[config.mk]
export PLATFORM = sky130hd
export DESIGN_NAME = dscc_key_regs
export DESIGN_NICKNAME = d
export VERILOG_FILES = /design/src/dscc_pkg.sv /design/src/dscc_key_regs.sv
export SDC_FILE = /design/constraint.sdc
export NUM_CORES = 1
export LEC_CHECK = 0
export ABC_AREA = 1
export BUFFER_PORTS_ARGS = -buffer_cell sky130_fd_sc_hd__buf_2
export CAP_MARGIN = 25
export CORE_UTILIZATION = 48
export CTS_BUF_LIST = sky130_fd_sc_hd__clkbuf_8
export CTS_CLUSTER_DIAMETER = 200
export DETAILED_ROUTE_END_ITERATION = 8
export GPL_TIMING_DRIVEN = 0
export PLACE_DENSITY = 0.78
export SYNTH_ARGS = -nofsm -noshare
export SYNTH_HDL_FRONTEND = slang
export SYNTH_SLANG_ARGS = --single-unit
[constraint.sdc]
create_clock -name clk_i -period 0.8 [get_ports clk_i]
set_input_delay 0.12 -clock clk_i [delete_from_list [all_inputs] [get_ports clk_i]]
set_output_delay 0.12 -clock clk_i [all_outputs]
set_load 0.01 [all_outputs]
[src/dscc_pkg.sv]
// Shared types, constants and SipHash round functions for the server cookie checker.
package dscc_pkg;

  // Cookie sizes in bytes.
  localparam int unsigned CcookieLen = 8;
  localparam int unsigned ScookieLen = 8;
  localparam int unsigned MsgBytes   = 16 + CcookieLen;

  // Key lanes: previous, current and following key.
  localparam int unsigned NumLanes  = 3;
  localparam int unsigned LanePrev  = 0;
  localparam int unsigned LaneCur   = 1;
  localparam int unsigned LaneNext  = 2;

  // Two compression rounds per message word, two for the length word, four to finish.
  localparam int unsigned NumRounds = 12;

  // Cookie length at which a presented server cookie may be valid.
  localparam logic [5:0] ValidCookieLen = 6'(CcookieLen + ScookieLen);

  // SipHash initialization constants.
  localparam logic [63:0] SipInit0 = 64'h736f6d6570736575;
  localparam logic [63:0] SipInit1 = 64'h646f72616e646f6d;
  localparam logic [63:0] SipInit2 = 64'h6c7967656e657261;
  localparam logic [63:0] SipInit3 = 64'h7465646279746573;

  // Final block: message length in the top byte, no tail bytes.
  localparam logic [63:0] LenWord   = {8'(MsgBytes), 56'd0};
  localparam logic [63:0] FinalMark = 64'h00000000000000ff;

  // Configuration register indexes.
  typedef enum logic [2:0] {
    RegPrevLow  = 3'd0,
    RegPrevHigh = 3'd1,
    RegCurLow   = 3'd2,
    RegCurHigh  = 3'd3,
    RegNextLow  = 3'd4,
    RegNextHigh = 3'd5
  } dscc_reg_e;

  // One SipHash state: v0 to v3.
  typedef logic [3:0][63:0] sip_v_t;

  // Key pair for one lane.
  typedef struct packed {
    logic [63:0] k1;
    logic [63:0] k0;
  } dscc_key_t;

  typedef dscc_key_t [NumLanes-1:0] dscc_keys_t;

  // Everything that travels down the round pipeline with an item.
  typedef struct packed {
    sip_v_t [NumLanes-1:0] v;
    logic [63:0]           m0;
    logic [63:0]           m1;
    logic [63:0]           m2;
    logic [63:0]           sc;
    logic                  len_ok;
  } dscc_stage_t;

  function automatic logic [63:0] rotl64(input logic [63:0] x, input int unsigned s);
    return (x << s) | (x >> (64 - s));
  endfunction

  // One SipRound on a full state.
  function automatic sip_v_t sip_round(input sip_v_t v);
    logic [63:0] v0;
    logic [63:0] v1;
    logic [63:0] v2;
    logic [63:0] v3;
    sip_v_t      r;
    v0 = v[0];
    v1 = v[1];
    v2 = v[2];
    v3 = v[3];
    v0 = v0 + v1; v1 = rotl64(v1, 13); v1 = v1 ^ v0; v0 = rotl64(v0, 32);
    v2 = v2 + v3; v3 = rotl64(v3, 16); v3 = v3 ^ v2;
    v0 = v0 + v3; v3 = rotl64(v3, 21); v3 = v3 ^ v0;
    v2 = v2 + v1; v1 = rotl64(v1, 17); v1 = v1 ^ v2; v2 = rotl64(v2, 32);
    r[0] = v0;
    r[1] = v1;
    r[2] = v2;
    r[3] = v3;
    return r;
  endfunction

  // Word folded into v3 ahead of round r.
  function automatic logic [63:0] pre_word(input dscc_stage_t d, input int unsigned r);
    logic [63:0] w;
    case (r)
      0:       w = d.m0;
      2:       w = d.m1;
      4:       w = d.m2;
      6:       w = LenWord;
      default: w = '0;
    endcase
    return w;
  endfunction

  // Word folded into v0 after round r.
  function automatic logic [63:0] post_word(input dscc_stage_t d, input int unsigned r);
    logic [63:0] w;
    case (r)
      1:       w = d.m0;
      3:       w = d.m1;
      5:       w = d.m2;
      7:       w = LenWord;
      default: w = '0;
    endcase
    return w;
  endfunction

  // Finalization mark folded into v2 after the length word has been absorbed.
  function automatic logic [63:0] post_v2_word(input int unsigned r);
    return (r == 7) ? FinalMark : '0;
  endfunction

endpackage

[src/dscc_key_regs.sv]
// Key register file for the previous, current and following hour.
module dscc_key_regs import dscc_pkg::*; (
  input  logic        clk_i,
  input  logic        rst_ni,
  input  logic        cfg_we_i,
  input  logic [2:0]  cfg_index_i,
  input  logic [63:0] cfg_data_i,
  output dscc_keys_t  keys_o
);

  dscc_keys_t keys_q;
  dscc_keys_t keys_d;

  // Decode the register index; indexes past the last key word are dropped.
  always_comb begin
    keys_d = keys_q;
    if (cfg_we_i) begin
      unique case (dscc_reg_e'(cfg_index_i))
        RegPrevLow:  keys_d[LanePrev].k0 = cfg_data_i;
        RegPrevHigh: keys_d[LanePrev].k1 = cfg_data_i;
        RegCurLow:   keys_d[LaneCur].k0  = cfg_data_i;
        RegCurHigh:  keys_d[LaneCur].k1  = cfg_data_i;
        RegNextLow:  keys_d[LaneNext].k0 = cfg_data_i;
        RegNextHigh: keys_d[LaneNext].k1 = cfg_data_i;
        default:     keys_d = keys_q;
      endcase
    end
  end

  always_ff @(posedge clk_i or negedge rst_ni) begin
    if (!rst_ni) begin
      keys_q <= '0;
    end else begin
      keys_q <= keys_d;
    end
  end

  assign keys_o = keys_q;

endmodule

# Yosys cells after proc, flatten, opt, wreduce, memory -nomap -nowiden
# Cells that the tools add are included.
# classes
n_reduce_logical,7
eq_ne,5
# ops
op,n
AND reduction 2 bit,6
== test 3 x 2 -> 1 bit (second input constant),2
== test 3 bit (second input constant),2
== test 3 x 1 -> 1 bit (second input constant),1
logical NOT 3 bit,1
# word_totals
output_inout_bits,384
word_cells,18
input_bits,70
regBits,384

# Longest topological paths before layout
# logic_depth
ltp_word,2
mapped_depth,6
mapped_depth_nobuf,5

# Worst setup path before layout
# OpenSTA, ideal clock, no wires.
# synth_timing
path_kind,input-to-reg
startpoint,input port cfg_index_i[1]
endpoint,"register keys_q, in the netlist keys_o[13]"
path_stages,5
arrival_ns,0.790
setup_slack_ns,-0.107
n_path_buf,1
required_ns,0.683
setup_time_ns,0.117
path_cell_list,nor2_1 > nand2_1 > clkbuf_1 > nand2_1 > nand2_1
# synth_between
elab_chain_cells,2
# synth_lines
item,line,source
from (decl),dscc_key_regs.sv:6,"input logic [2:0] cfg_index_i,"
logical NOT 3 bit,dscc_key_regs.sv:18,unique case (dscc_reg_e'(cfg_index_i))
AND reduction 2 bit (no source line),n/a,
to (signal assigned),dscc_key_regs.sv:34,keys_q <= keys_d;
to (decl),dscc_key_regs.sv:11,dscc_keys_t keys_q;
# No other way between the ends.
# A chain may end at the register's enable or synchronous reset.

# Worst setup path in the final report
# layout_timing
startpoint,"register keys_q, in the netlist keys_o[24]"
endpoint,output port keys_o[24] (netlist bit)
# layout_rtl
item,line,source
to (decl),dscc_key_regs.sv:8,output dscc_keys_t keys_o
# No word-level cell between the ends.

==> run_results.csv <==
group,metric,value,unit
status,outcome,"finished with violations",
status,violations,"negative hold slack, negative setup slack",
sta,worstMarginPinSlew,0.656,ns
critical_path,cp-start-kind,"flip-flop",
global_route,track_usage,34.8,%
cts,clockRootBuffer,"clkbuf_8",
placement,place.gp.congestion,0.872,
synthesis,yosys.cell_count.top_type,"nand2_1",
cts,cts_buffer_depth,3,
global_route,antenna_found_initial,5,
synthesis,syn-mean-instance-area,8.94,µm²
floorplanning,rows,64,
synthesis,synth_area,14900,µm²
power,cellPowerDensity,2690,nW/µm²
routing,wl_per_cell,21.9,µm
synthesis,synth_enable_flop_cells,0,
critical_path,cp_top_family,"flip-flops",
synthesis,synth_largest_area_cell,"dfrtp_1",
floorplanning,initial_core_util,48.7,%
power,pwr-share-clk,28.7,%
sta,hold-worst-slack,-0.589,ns
hold_path,hp-class,"input port to async pin",
synthesis,synth_cell_types,10,
floorplanning,core,30500,µm²
critical_path,crit_fanout,2,
floorplanning,dieWidth,178,µm
routing,vias,16300,
placement,dpl.hpwl,34200,µm
critical_path,critPathMaxStageDelay,0.46,ns
synthesis,synthCells,1662,
synthesis,synth_nets,1732,
power,p_seq_share,41.5,%
power,switchingPower,20.0,mW
critical_path,crit_chain,"buf_6",
finish,fillers,1818,
sta,rsz0062_at_grt,"yes",
placement,placed_area,17800,µm²
floorplanning,die_area,31700,µm²
synthesis,yosysTopAreaCellShare,64.7,%
sta,fin_ws,-0.547,ns
sta,hold_viol,257,
floorplanning,die_h,178,µm
routing,drtIter0Drc,1850,
cts,cts_tree,"done",
sta,fin_crit,1.35,ns
finish,final_cells,2922,
cts,clk_latency,0.59,ns
synthesis,synthTopCellsByArea,"dfrtp_1 (65%), nand2_1 (23%), nand3_1 (8.6%)",
critical_path,critPathCaptureType,"output port",
cts,cts_sinks,384,
synthesis,ys_ff_latch,384,
finish,largest_register_ffs,384,
sta,maxSlewHeadroom,56.3,%
cts,clkTransAtPathRegs,0.08,ns
critical_path,r2r_cells,3,
routing,routed_via_density,5.57,
routing,first_pass_iters,6,
routing,postRouteAntennaNets,0,
critical_path,cp.arrival,1.23,ns
synthesis,async_reset_ff_share,100,%
sta,drv_slew,0,
critical_path,cp.required,0.68,ns
global_route,overflow,0,
routing,drc,0,
cts,numCtsBuffers,59,
sta,fmax,742,MHz
critical_path,critPathKind,"flip-flop to output port",
finish,drive_gt1_share,37.2,%
sta,period_share,168,%
placement,post-place-cells,2515,
power,intPower,42.2,mW
synthesis,yosysWarnings,0,
power,p_sw_share,32.2,%
finish,synthToLayoutAreaGrowth,55.4,%
cts,htreeDepth,2,
critical_path,reg2reg_slack,-0.25,ns
global_route,grt_pass1_vias,15200,
run,maxCapViolCount,0,
critical_path,timing.rr.start,"keys_o[219]",
sta,setup_violations,428,
critical_path,slowest_stage,"dfrtp_1",
placement,pre_cts_ws,-1.01,ns
power,ir_drop,1.84,mV
cts,cts_hold_buffers,64,
finish,fin_area,23100,µm²
critical_path,path_buf_inv,1,
critical_path,crit_start,"keys_o[24]",
power,comb_power_share,29.8,%
global_route,grt_pass1_wl,83300,µm
sta,skew,0,ns
critical_path,cp.depth,1,
synthesis,synth_ff_type,"dfrtp_1",
finish,nNetsFinal,2546,
power,p_leak,13.2,nW
synthesis,yosysSeqAreaShare,64.7,%
power,power,62.2,mW
synthesis,ys_top_cells_by_count,"nand2_1 (906), dfrtp_1 (384), nand3_1 (256)",
placement,io_buffers,453,
critical_path,cp-endpoint,"keys_o[24]",
floorplanning,pin_count,454,
global_route,grt_start_max_net_pins,122,
routing,postRouteWirelength,63900,µm
critical_path,reg2reg_to,"keys_o[219]",
## cell type report
| cell class | count | area, µm² | area share (%) |
|---|---|---|---|
| Antenna cell | 3 | 7.51 | 0.0325 |
| Tap cell | 396 | 495 | 2.15 |
| Clock buffer | 82 | 1130 | 4.89 |
| Buffer | 104 | 618 | 2.68 |
| Timing Repair Buffer | 753 | 6160 | 26.7 |
| Sequential cell | 384 | 9610 | 41.6 |
| Multi-Input combinational cell | 1168 | 4890 | 21.2 |
| Inverter | 6 | 22.5 | 0.0975 |
| Clock inverter | 26 | 159 | 0.688 |
## how the worst min path moves through the flow
stage | startpoint | to | slack (ns) | depth (start not counted)
after floorplan | rst_ni | keys_o[0] | -0.18 | 0
after CTS | rst_ni | keys_o[240] | -0.54 | 1
after global routing | rst_ni | keys_o[240] | -0.59 | 1
after global placement | cfg_data_i[28] | keys_o[348] | 0.43 | 3
after detailed placement | rst_ni | keys_o[240] | 0.09 | 1
final | rst_ni | keys_o[240] | -0.59 | 1
## timing repair
item	CTS	global route
cloned	1	0
buffers inserted	140	121
pin swaps	2	30
hold endpoints to repair	520	183
resized for setup	180	156
endpoints found under the setup margin	627	640
## metal layers
| layer | vias up | wire length, µm | track usage (%) |
|---|---|---|---|
| met2 | 1277 | 30300 | 57.9 |
| met1 | 7779 | 21200 | 40.5 |
| li1 | 6847 | - | - |
| met4 | 2 | 4970 | 20.2 |
| met3 | 377 | 7450 | 9.23 |
| met5 | - | 13 | 0 |
## cell usage in the layout, fill, tap and decap left out
cell type | netlist | routed
nand2_4 | 0 | 7
bufbuf_16 | 0 | 1
buf_16 | 0 | 3
clkbuf_1 | 18 | 1
dfrtp_1 | 384 | 383
buf_4 | 6 | 224
nor2_1 | 3 | 1
clkinv_2 | 0 | 7
clkbuf_4 | 0 | 11
nand2_1 | 906 | 858
nor2_2 | 2 | 1
dlygate4sd3_1 | 0 | 64
buf_8 | 0 | 1
buf_6 | 0 | 227
dfrtp_2 | 0 | 1
nor2_4 | 1 | 4
inv_1 | 6 | 22
buf_2 | 80 | 314
buf_12 | 0 | 4
diode_2 | 0 | 3
nand3_1 | 256 | 256
inv_2 | 0 | 1
bufinv_16 | 0 | 2
nand2_2 | 0 | 41
clkbuf_8 | 0 | 82
clkbuf_2 | 0 | 7
## stage by stage
step	setup TNS, ns	utilization, %
after floorplan	-16.75	-
after global routing	-186.79	75.7
final	-174.07	75.7
after CTS	-175.88	71.2
after global placement	-3172.61	58.1
after detailed placement	-357.98	58.4
## power by group through the flow
stage | clock (mW) | combinational (mW) | sequential, mW
after floorplan | 0 | 3.40 | 27.0
after global placement | 0 | 11.3 | 25.2
after detailed placement | 0 | 11.6 | 25.3
after CTS | 17.5 | 15.3 | 25.2
after global routing | 18.6 | 19.7 | 26.0
final | 17.8 | 18.5 | 25.8
## logic make-up (layout without fill, tap and decap cells)
| group | after synthesis | after routing | share of synthesized area (%) |
|---|---|---|---|
| and+or+nand+nor | 1168 | 1168 | 31.7 |
| buffers and inverters | 110 | 971 | 3.60 |
| other | 0 | 3 | 0 |
| DFF | 384 | 384 | 64.7 |
Power figures use the tool's default switching activity.
