[src/dscc_pkg.sv]
// Shared types, constants and SipHash round functions for the server cookie checker.
package dscc_pkg;

  // Cookie sizes in bytes.
  localparam int unsigned CcookieLen = 8;
  localparam int unsigned ScookieLen = 8;
  localparam int unsigned MsgBytes   = 16 + CcookieLen;

  // Key lanes: previous, current and following key.
  localparam int unsigned NumLanes  = 3;
  localparam int unsigned LanePrev  = 0;
  localparam int unsigned LaneCur   = 1;
  localparam int unsigned LaneNext  = 2;

  // Two compression rounds per message word, two for the length word, four to finish.
  localparam int unsigned NumRounds = 12;

  // Cookie length at which a presented server cookie may be valid.
  localparam logic [5:0] ValidCookieLen = 6'(CcookieLen + ScookieLen);

  // SipHash initialization constants.
  localparam logic [63:0] SipInit0 = 64'h736f6d6570736575;
  localparam logic [63:0] SipInit1 = 64'h646f72616e646f6d;
  localparam logic [63:0] SipInit2 = 64'h6c7967656e657261;
  localparam logic [63:0] SipInit3 = 64'h7465646279746573;

  // Final block: message length in the top byte, no tail bytes.
  localparam logic [63:0] LenWord   = {8'(MsgBytes), 56'd0};
  localparam logic [63:0] FinalMark = 64'h00000000000000ff;

  // Configuration register indexes.
  typedef enum logic [2:0] {
    RegPrevLow  = 3'd0,
    RegPrevHigh = 3'd1,
    RegCurLow   = 3'd2,
    RegCurHigh  = 3'd3,
    RegNextLow  = 3'd4,
    RegNextHigh = 3'd5
  } dscc_reg_e;

  // One SipHash state: v0 to v3.
  typedef logic [3:0][63:0] sip_v_t;

  // Key pair for one lane.
  typedef struct packed {
    logic [63:0] k1;
    logic [63:0] k0;
  } dscc_key_t;

  typedef dscc_key_t [NumLanes-1:0] dscc_keys_t;

  // Everything that travels down the round pipeline with an item.
  typedef struct packed {
    sip_v_t [NumLanes-1:0] v;
    logic [63:0]           m0;
    logic [63:0]           m1;
    logic [63:0]           m2;
    logic [63:0]           sc;
    logic                  len_ok;
  } dscc_stage_t;

  function automatic logic [63:0] rotl64(input logic [63:0] x, input int unsigned s);
    return (x << s) | (x >> (64 - s));
  endfunction

  // One SipRound on a full state.
  function automatic sip_v_t sip_round(input sip_v_t v);
    logic [63:0] v0;
    logic [63:0] v1;
    logic [63:0] v2;
    logic [63:0] v3;
    sip_v_t      r;
    v0 = v[0];
    v1 = v[1];
    v2 = v[2];
    v3 = v[3];
    v0 = v0 + v1; v1 = rotl64(v1, 13); v1 = v1 ^ v0; v0 = rotl64(v0, 32);
    v2 = v2 + v3; v3 = rotl64(v3, 16); v3 = v3 ^ v2;
    v0 = v0 + v3; v3 = rotl64(v3, 21); v3 = v3 ^ v0;
    v2 = v2 + v1; v1 = rotl64(v1, 17); v1 = v1 ^ v2; v2 = rotl64(v2, 32);
    r[0] = v0;
    r[1] = v1;
    r[2] = v2;
    r[3] = v3;
    return r;
  endfunction

  // Word folded into v3 ahead of round r.
  function automatic logic [63:0] pre_word(input dscc_stage_t d, input int unsigned r);
    logic [63:0] w;
    case (r)
      0:       w = d.m0;
      2:       w = d.m1;
      4:       w = d.m2;
      6:       w = LenWord;
      default: w = '0;
    endcase
    return w;
  endfunction

  // Word folded into v0 after round r.
  function automatic logic [63:0] post_word(input dscc_stage_t d, input int unsigned r);
    logic [63:0] w;
    case (r)
      1:       w = d.m0;
      3:       w = d.m1;
      5:       w = d.m2;
      7:       w = LenWord;
      default: w = '0;
    endcase
    return w;
  endfunction

  // Finalization mark folded into v2 after the length word has been absorbed.
  function automatic logic [63:0] post_v2_word(input int unsigned r);
    return (r == 7) ? FinalMark : '0;
  endfunction

endpackage

[src/dscc_reply_if.sv]
// Reply channel: echoed client cookie, new server cookie and check result of one item.
interface dscc_reply_if;
  logic        valid;
  logic        ready;
  logic [63:0] client_cookie_echo;
  logic [63:0] server_cookie_out;
  logic        cookie_valid;

  modport source (
    output valid, client_cookie_echo, server_cookie_out, cookie_valid,
    input  ready
  );

  modport sink (
    input  valid, client_cookie_echo, server_cookie_out, cookie_valid,
    output ready
  );
endinterface

[src/dscc_finish.sv]
// Final stage: folds each lane's state into its hash, compares and registers the reply.
module dscc_finish import dscc_pkg::*; (
  input  logic                clk_i,
  input  logic                rst_ni,
  input  logic                valid_i,
  input  dscc_stage_t         data_i,
  output logic                ready_o,
  dscc_reply_if.source        reply_o
);

  logic [NumLanes-1:0][63:0] hash;
  logic [NumLanes-1:0]       match;
  logic                      valid_q;
  logic [63:0]               echo_q;
  logic [63:0]               hash_q;
  logic                      ok_q;
  logic                      ok_d;

  assign ready_o = !valid_q || reply_o.ready;

  // Each lane's hash is the xor of its four state words.
  always_comb begin
    for (int l = 0; l < NumLanes; l++) begin
      hash[l]  = data_i.v[l][0] ^ data_i.v[l][1] ^ data_i.v[l][2] ^ data_i.v[l][3];
      match[l] = (hash[l] == data_i.sc);
    end
    ok_d = data_i.len_ok && (|match);
  end

  always_ff @(posedge clk_i or negedge rst_ni) begin
    if (!rst_ni) begin
      valid_q <= 1'b0;
    end else if (ready_o) begin
      valid_q <= valid_i;
    end
  end

  always_ff @(posedge clk_i) begin
    if (ready_o) begin
      echo_q <= data_i.m2;
      hash_q <= hash[LaneCur];
      ok_q   <= ok_d;
    end
  end

  assign reply_o.valid              = valid_q;
  assign reply_o.client_cookie_echo = echo_q;
  assign reply_o.server_cookie_out  = hash_q;
  assign reply_o.cookie_valid       = ok_q;

endmodule

[src/flat_wrapper.sv]
// flat-port wrapper written by rule: the top's interface ports become plain ports
module dscc_finish_flat import dscc_pkg::*;
  (clk_i, rst_ni, valid_i, data_i, ready_o, reply_o_valid, reply_o_client_cookie_echo, reply_o_server_cookie_out, reply_o_cookie_valid, reply_o_ready);
  dscc_reply_if reply_o_i ();
  input  logic clk_i;
  input  logic rst_ni;
  input  logic valid_i;
  input  dscc_stage_t data_i;
  output logic ready_o;
  output wire logic [$bits(reply_o_i.valid)-1:0] reply_o_valid;
  output wire logic [$bits(reply_o_i.client_cookie_echo)-1:0] reply_o_client_cookie_echo;
  output wire logic [$bits(reply_o_i.server_cookie_out)-1:0] reply_o_server_cookie_out;
  output wire logic [$bits(reply_o_i.cookie_valid)-1:0] reply_o_cookie_valid;
  input wire logic [$bits(reply_o_i.ready)-1:0] reply_o_ready;
  assign reply_o_valid = reply_o_i.valid;
  assign reply_o_client_cookie_echo = reply_o_i.client_cookie_echo;
  assign reply_o_server_cookie_out = reply_o_i.server_cookie_out;
  assign reply_o_cookie_valid = reply_o_i.cookie_valid;
  assign reply_o_i.ready = reply_o_ready;
  dscc_finish u_core (.clk_i(clk_i), .rst_ni(rst_ni), .valid_i(valid_i), .data_i(data_i), .ready_o(ready_o), .reply_o(reply_o_i));
endmodule
[config.mk]
export PLATFORM = sky130hd
export DESIGN_NAME = dscc_finish_flat
export DESIGN_NICKNAME = d
export VERILOG_FILES = /design/src/dscc_pkg.sv /design/src/dscc_reply_if.sv /design/src/dscc_finish.sv /design/src/flat_wrapper.sv
export SDC_FILE = /design/constraint.sdc
export NUM_CORES = 1
export LEC_CHECK = 0
export BUFFER_PORTS_ARGS = -buffer_cell sky130_fd_sc_hd__buf_2
export CAP_MARGIN = 20
export CORE_AREA = 5 5 442 444
export CTS_CLUSTER_DIAMETER = 80
export DETAILED_ROUTE_END_ITERATION = 8
export DIE_AREA = 0 0 447 449
export GPL_ROUTABILITY_DRIVEN = 0
export GPL_TIMING_DRIVEN = 0
export HOLD_SLACK_MARGIN = 0.15
export PLACE_DENSITY = 0.3
export REMOVE_ABC_BUFFERS = 1
export SKIP_CTS_REPAIR_TIMING = 1
export SLEW_MARGIN = 20
export SYNTH_ARGS = -nofsm -noshare
export SYNTH_HDL_FRONTEND = slang
export SYNTH_SLANG_ARGS = --single-unit
export TNS_END_PERCENT = 20
[constraint.sdc]
create_clock -name clk_i -period 3.9 [get_ports clk_i]
set_input_delay 0.39 -clock clk_i [delete_from_list [all_inputs] [get_ports clk_i]]
set_output_delay 0.39 -clock clk_i [all_outputs]
set_load 0.01 [all_outputs]
After elaboration in Yosys (flattened, before gate mapping)
Index checks and enable logic that the tools add are counted.
Widths: inputs -> output; s select.
{"block": "word_totals", "register_bits": 130, "latch_bits": 0, "mem_bits_rw": 0, "romBits": 0, "word_cells": 20, "mem_count": 0}
{"block": "classes", "n_addsub": 0, "n_mul": 0, "n_div": 0, "order_cmp": 0, "n_eq_ne": 3, "shifts": 0, "n_mux": 0, "bitwise": 9, "reduce_logical": 4}
{"op": "$xor 64x64->64", "n": 9}
{"op": "$eq 64x64->1", "n": 3}
{"op": "$reduce_or 3->1", "n": 1}
{"op": "$logic_and 1x1->1", "n": 1}
{"op": "$logic_not 1->1", "n": 1}
{"op": "$logic_or 1x1->1", "n": 1}

Longest topological paths before layout
{"block": "depth", "word_depth": 6, "depth_mapped": 6, "ltp_nobuf": 6}

Worst setup path before layout
No wires, ideal clock.
{"block": "synth_path", "kind": "input to register", "from": "input port reply_o_ready", "to": "register u_core.echo_q[0] (netlist: u_core.reply_o.client_cookie_echo[0]) (enable)", "setup_time_ns": 0.515, "arrival_time_ns": 3.592, "t_required_ns": 3.385, "setup_slack_ns": -0.207, "path_stages": 1, "cell_sequence": "nand2b_1"}
{"block": "synth_via", "elab_chain_cells": 1}
{"item": "start: declaration", "line_no": "flat_wrapper.sv:14", "source": "input wire logic [$bits(reply_o_i.ready)-1:0] reply_o_ready;"}
{"item": "$logic_or 1x1->1", "line_no": "dscc_finish.sv:19", "source": "assign ready_o = !valid_q || reply_o.ready;"}
{"item": "end signal: assignment", "line_no": "dscc_finish.sv:40", "source": "echo_q <= data_i.m2;"}
{"item": "end: declaration", "line_no": "dscc_finish.sv:14", "source": "logic [63:0] echo_q;"}
Every way passes these cells.
A chain may end at the register's enable or synchronous reset.

Worst setup path after layout
{"block": "layout_path", "from": "input port data_i[647] (netlist name)", "to": "register u_core.ok_q (netlist: u_core.reply_o.cookie_valid), data pin"}
{"block": "layout_via", "elab_chain_cells": 5}
{"item": "start: declaration", "line_no": "flat_wrapper.sv:8", "source": "input dscc_stage_t data_i;"}
{"item": "$xor 64x64->64 (2 in series)", "line_no": "dscc_finish.sv:24", "source": "hash[l] = data_i.v[l][0] ^ data_i.v[l][1] ^ data_i.v[l][2] ^ data_i.v[l][3];"}
{"item": "$eq 64x64->1", "line_no": "dscc_finish.sv:25", "source": "match[l] = (hash[l] == data_i.sc);"}
{"item": "$reduce_or 3->1", "line_no": "dscc_finish.sv:27", "source": "ok_d = data_i.len_ok && (|match);"}
{"item": "$logic_and 1x1->1", "line_no": "dscc_finish.sv:27"}
{"item": "net u_core.ok_d", "line_no": "dscc_finish.sv:17", "source": "logic ok_d;"}
{"item": "end signal: assignment", "line_no": "dscc_finish.sv:42", "source": "ok_q <= ok_d;"}
{"item": "end: declaration", "line_no": "dscc_finish.sv:16", "source": "logic ok_q;"}
The timed path passes the listed nets, and every way through them passes these cells.

==> run summary <==
The number of detailed-route iterations in the first pass came out at 5. After routing the design area is 22500 sq um. The first-pass GRT wire length came out at 138000 um.

Along the worst path, the maximum fanout reaches 2. The non-filler instance count after layout came out at 4524. The worst setup path is launched from a primary input. The number of setup violations in the final report is 0.

The largest individual stage delay along the critical path comes from the cell sky130_fd_sc_hd__nor4_1. Summed over all layers, the routed wires come to 115000 um. The number of pins with negative max-slew slack in the final report was 0. The initial detailed-routing violation count came out at 592. The fraction of layout instances using a drive strength above 1 came out at 55.2%. The total number of H-tree levels is 4.

The number of cells on the critical path came out at 7. The length of routed met3 wiring came out at 10500 um. The setup path with the least slack is of type primary input to flip-flop.

The floorplan step defined a die boundary enclosing 201000 sq um. For this design the static power due to leakage is 10.1 nW. The remaining antenna violation count after routing is 0. After floorplanning, the core was sized to cover 191000 sq um.

The number of warnings issued by yosys is 0. The uppermost metal layer occupied by signal nets is met5. The detailed placement HPWL came out at 107000 um. The type of the worst min-delay path is primary input to flip-flop. The cell repeated most along the worst path is sky130_fd_sc_hd__nand4_1. On the worst path, the slowest cell contributes a delay of 1.12 ns.

The number of global-route vias before repair came out at 12018. Max-cap violations in this run came to 0. The proportion of synthesized chip area in sequential cells is 30.7%. The clock passes through at most 2 buffers.

In this run the core area contains 161 standard-cell rows. Averaged over all synthesized cells, the footprint is 15.2 sq um. The kind of cell with the highest combined delay along the critical path is simple AND/OR/NAND/NOR gates. The worst-case headroom to the max-slew limit is 25.1%.

The power per standard cell area is 300 nW/um^2. Entering global routing, the biggest net connects 43 pins. The global routing usage summed across all routing layers is 11.1%. After clock tree synthesis, the clock-pin slew on the worst setup and hold paths is 0.07 ns. Clock tree synthesis selected as its root buffer the cell sky130_fd_sc_hd__clkbuf_16.

The routed length on met1 is 43900 um. The number of top-level pins came out at 1160. Port buffering added 1031 buffers.

The number of nets in the layout is 2992. Traced cell by cell, the critical path runs through buf_2, xor2_1, xor3_1, nand4_1, nor4_1, nand4_1, a31oi_1. The internal power of the cells totals 4.12 mW. At the pin with the least slew margin, the transition time is 1.11 ns. The highest clock rate came out at 0.281 GHz. The initial cell density of the core came out at 6.64%. TritonCTS created 17 clock buffers. The cell area that synthesis handed to floorplanning was 12700 sq um. The number of vias after detailed routing is 11394. The flow ran to the end, and the final reports show no timing, DRC or antenna violations.

The synthesized instance count came out at 837. The setup slack after placement is -0.558 ns. The share of total power in combinational logic is 48.4%. The die width is 447 um. The worst endpoint required time came out at 4.26 ns. Net switching is 39.0% of the power.

In the layout the commonest cells are 1031 x sky130_fd_sc_hd__buf_2, 373 x sky130_fd_sc_hd__xnor2_1, 129 x sky130_fd_sc_hd__edfxtp_1, 128 x sky130_fd_sc_hd__xnor3_1, 67 x sky130_fd_sc_hd__dlygate4sd3_1. The growth of design area from synthesis to finish is 77.4%. Synthesis instantiated 15 different standard cells from the library. The routed length on met2 is 58400 um.

The vias per cell is 2.52. The number of placed instances, taps included, is 4403. The endpoint arrival time on the critical path is 3.91 ns.

The power dissipated by switching net loads is 2.64 mW. The TritonCTS clock tree is yes. The final critical-path required period is 3.55 ns. The total global routing overflow came out at 0.

The clock latency on the worst-skew pair is 0.53 ns. In the post-route analysis, the smallest setup slack over all paths is 0.345 ns. The clock net sink count is 130. The die boundary height is 449 um.

The number of antenna violations at the first check in global routing came to 76. Setup repair after global routing left no endpoint under its margin. The placed instances occupy a cell area of 21300 sq um.

The peak supply drop came out at 0.371 mV. The instance count along the most critical hold path came out at 3. In the routed design, unresolved DRC markers number 0. Synthesis inferred 130 register bits.

STA classifies the critical path endpoint as a flip-flop. The total buffers and inverters traversed by the critical path is 1. The worst-case clock skew came out at 0.0141 ns. The share of total power in the clock network is 24.7%. The routed wire length per instance came out at 25.5 um. The final critical path takes up 91.2% of the cycle. Leaving out fill and tap cells, the most frequent cell in the layout is sky130_fd_sc_hd__buf_2. The final-report hold violation count is 0. The proportion of power drawn by flip-flops and latches is 26.9%.

The cell count of the worst reg-to-reg path is 3.
[registers in the layout, summed over array words and instances (netlist names)]
signal / flops
u_core.reply_o.client_cookie_echo: 64
u_core.reply_o.cookie_valid: 1
u_core.reply_o.server_cookie_out: 64
u_core.reply_o.valid: 1
[path summary, 6_finish.rpt]
path	startpoint	end	slack (ns)
worst max-delay path	data_i[647]	u_core.reply_o.cookie_valid$_DFFE_PP_	0.35
worst min-delay path	data_i[0]	u_core.reply_o.cookie_valid$_DFFE_PP_	0.21
worst max register to register	u_core.reply_o.valid$_DFFE_PN0P_	u_core.reply_o.server_cookie_out[5]$_DFFE_PP_	1.99
worst min register to register	u_core.reply_o.valid$_DFFE_PN0P_	u_core.reply_o.server_cookie_out[60]$_DFFE_PP_	1.15
max in group asynchronous	rst_ni	u_core.reply_o.valid$_DFFE_PN0P_	3.08
min in group asynchronous	rst_ni	u_core.reply_o.valid$_DFFE_PN0P_	0.72
[cells by family (layout without fill, tap and decap cells)]
logic type / Yosys count / count (layout) / share of synthesized area (%)
other cells: 0 / 23 / 0
simple gates: 65 / 65 / 3.45
xor+xnor: 640 / 640 / 65.7
flops: 130 / 130 / 30.7
buf+inv: 1 / 1139 / 0.0295
compound gates: 1 / 1 / 0.0493
[metrics by stage]
step / hold slack (ns) / setup TNS (ns) / power [mW] / util, %
detailed placement: 0.167 / -0.558 / 5.24 / 11.1
global placement: 0.168 / -448.01 / 5.21 / 11.0
floorplan: 0.0944 / -26.86 / 3.36 / -
finish: 0.211 / 0 / 6.76 / 11.8
global route: 0.150 / 0 / 7.25 / 11.8
CTS: -0.472 / 0 / 7.06 / 11.4
[cells in the mapped netlist]
| cell | count | area share (%) |
|---|---|---|
| sky130_fd_sc_hd__a31oi_1 | 1 | 0.049 |
| sky130_fd_sc_hd__dfrtp_1 | 1 | 0.20 |
| sky130_fd_sc_hd__edfxtp_1 | 129 | 31 |
| sky130_fd_sc_hd__inv_1 | 1 | 0.030 |
| sky130_fd_sc_hd__nand2b_1 | 2 | 0.099 |
| sky130_fd_sc_hd__nand4_1 | 50 | 2.5 |
| sky130_fd_sc_hd__nand4_2 | 1 | 0.099 |
| sky130_fd_sc_hd__nor4_1 | 8 | 0.39 |
| sky130_fd_sc_hd__nor4_2 | 4 | 0.39 |
| sky130_fd_sc_hd__xnor2_1 | 382 | 26 |
| sky130_fd_sc_hd__xnor2_2 | 2 | 0.26 |
| sky130_fd_sc_hd__xnor3_1 | 128 | 23 |
| sky130_fd_sc_hd__xor2_1 | 64 | 4.4 |
| sky130_fd_sc_hd__xor3_1 | 63 | 12 |
| sky130_fd_sc_hd__xor3_2 | 1 | 0.20 |
[final cells by class]
cell class,instances,area (sq um)
antenna,23,57.6
clock buffer,18,429
clock inverter,13,90.1
fill,21944,169000
inverter,1,3.75
multi-input combinational,706,8890
sequential,130,3900
tap,2526,3160
timing repair buffer,1107,5980
[worst min-delay path: stages]
cell                      delay, ns
sky130_fd_sc_hd__buf_2         0.10
sky130_fd_sc_hd__inv_1         0.04
sky130_fd_sc_hd__a31oi_1       0.04
[power groups by stage]
stage | registers [mW] | logic (mW) | clock network, mW
floorplan | 1.94 | 1.43 | 0
CTS | 1.83 | 3.41 | 1.83
global route | 1.84 | 3.54 | 1.87
global placement | 1.88 | 3.33 | 0
detailed placement | 1.86 | 3.39 | 0
finish | 1.82 | 3.27 | 1.67
[routing by layer]
metal,GRT usage [%],vias to the layer above
met5,0,-
met1,12.3,5308
met2,19.8,650
met4,2.53,38
met3,4.50,130
li1,-,5268
(Power assumes the default switching activity.)
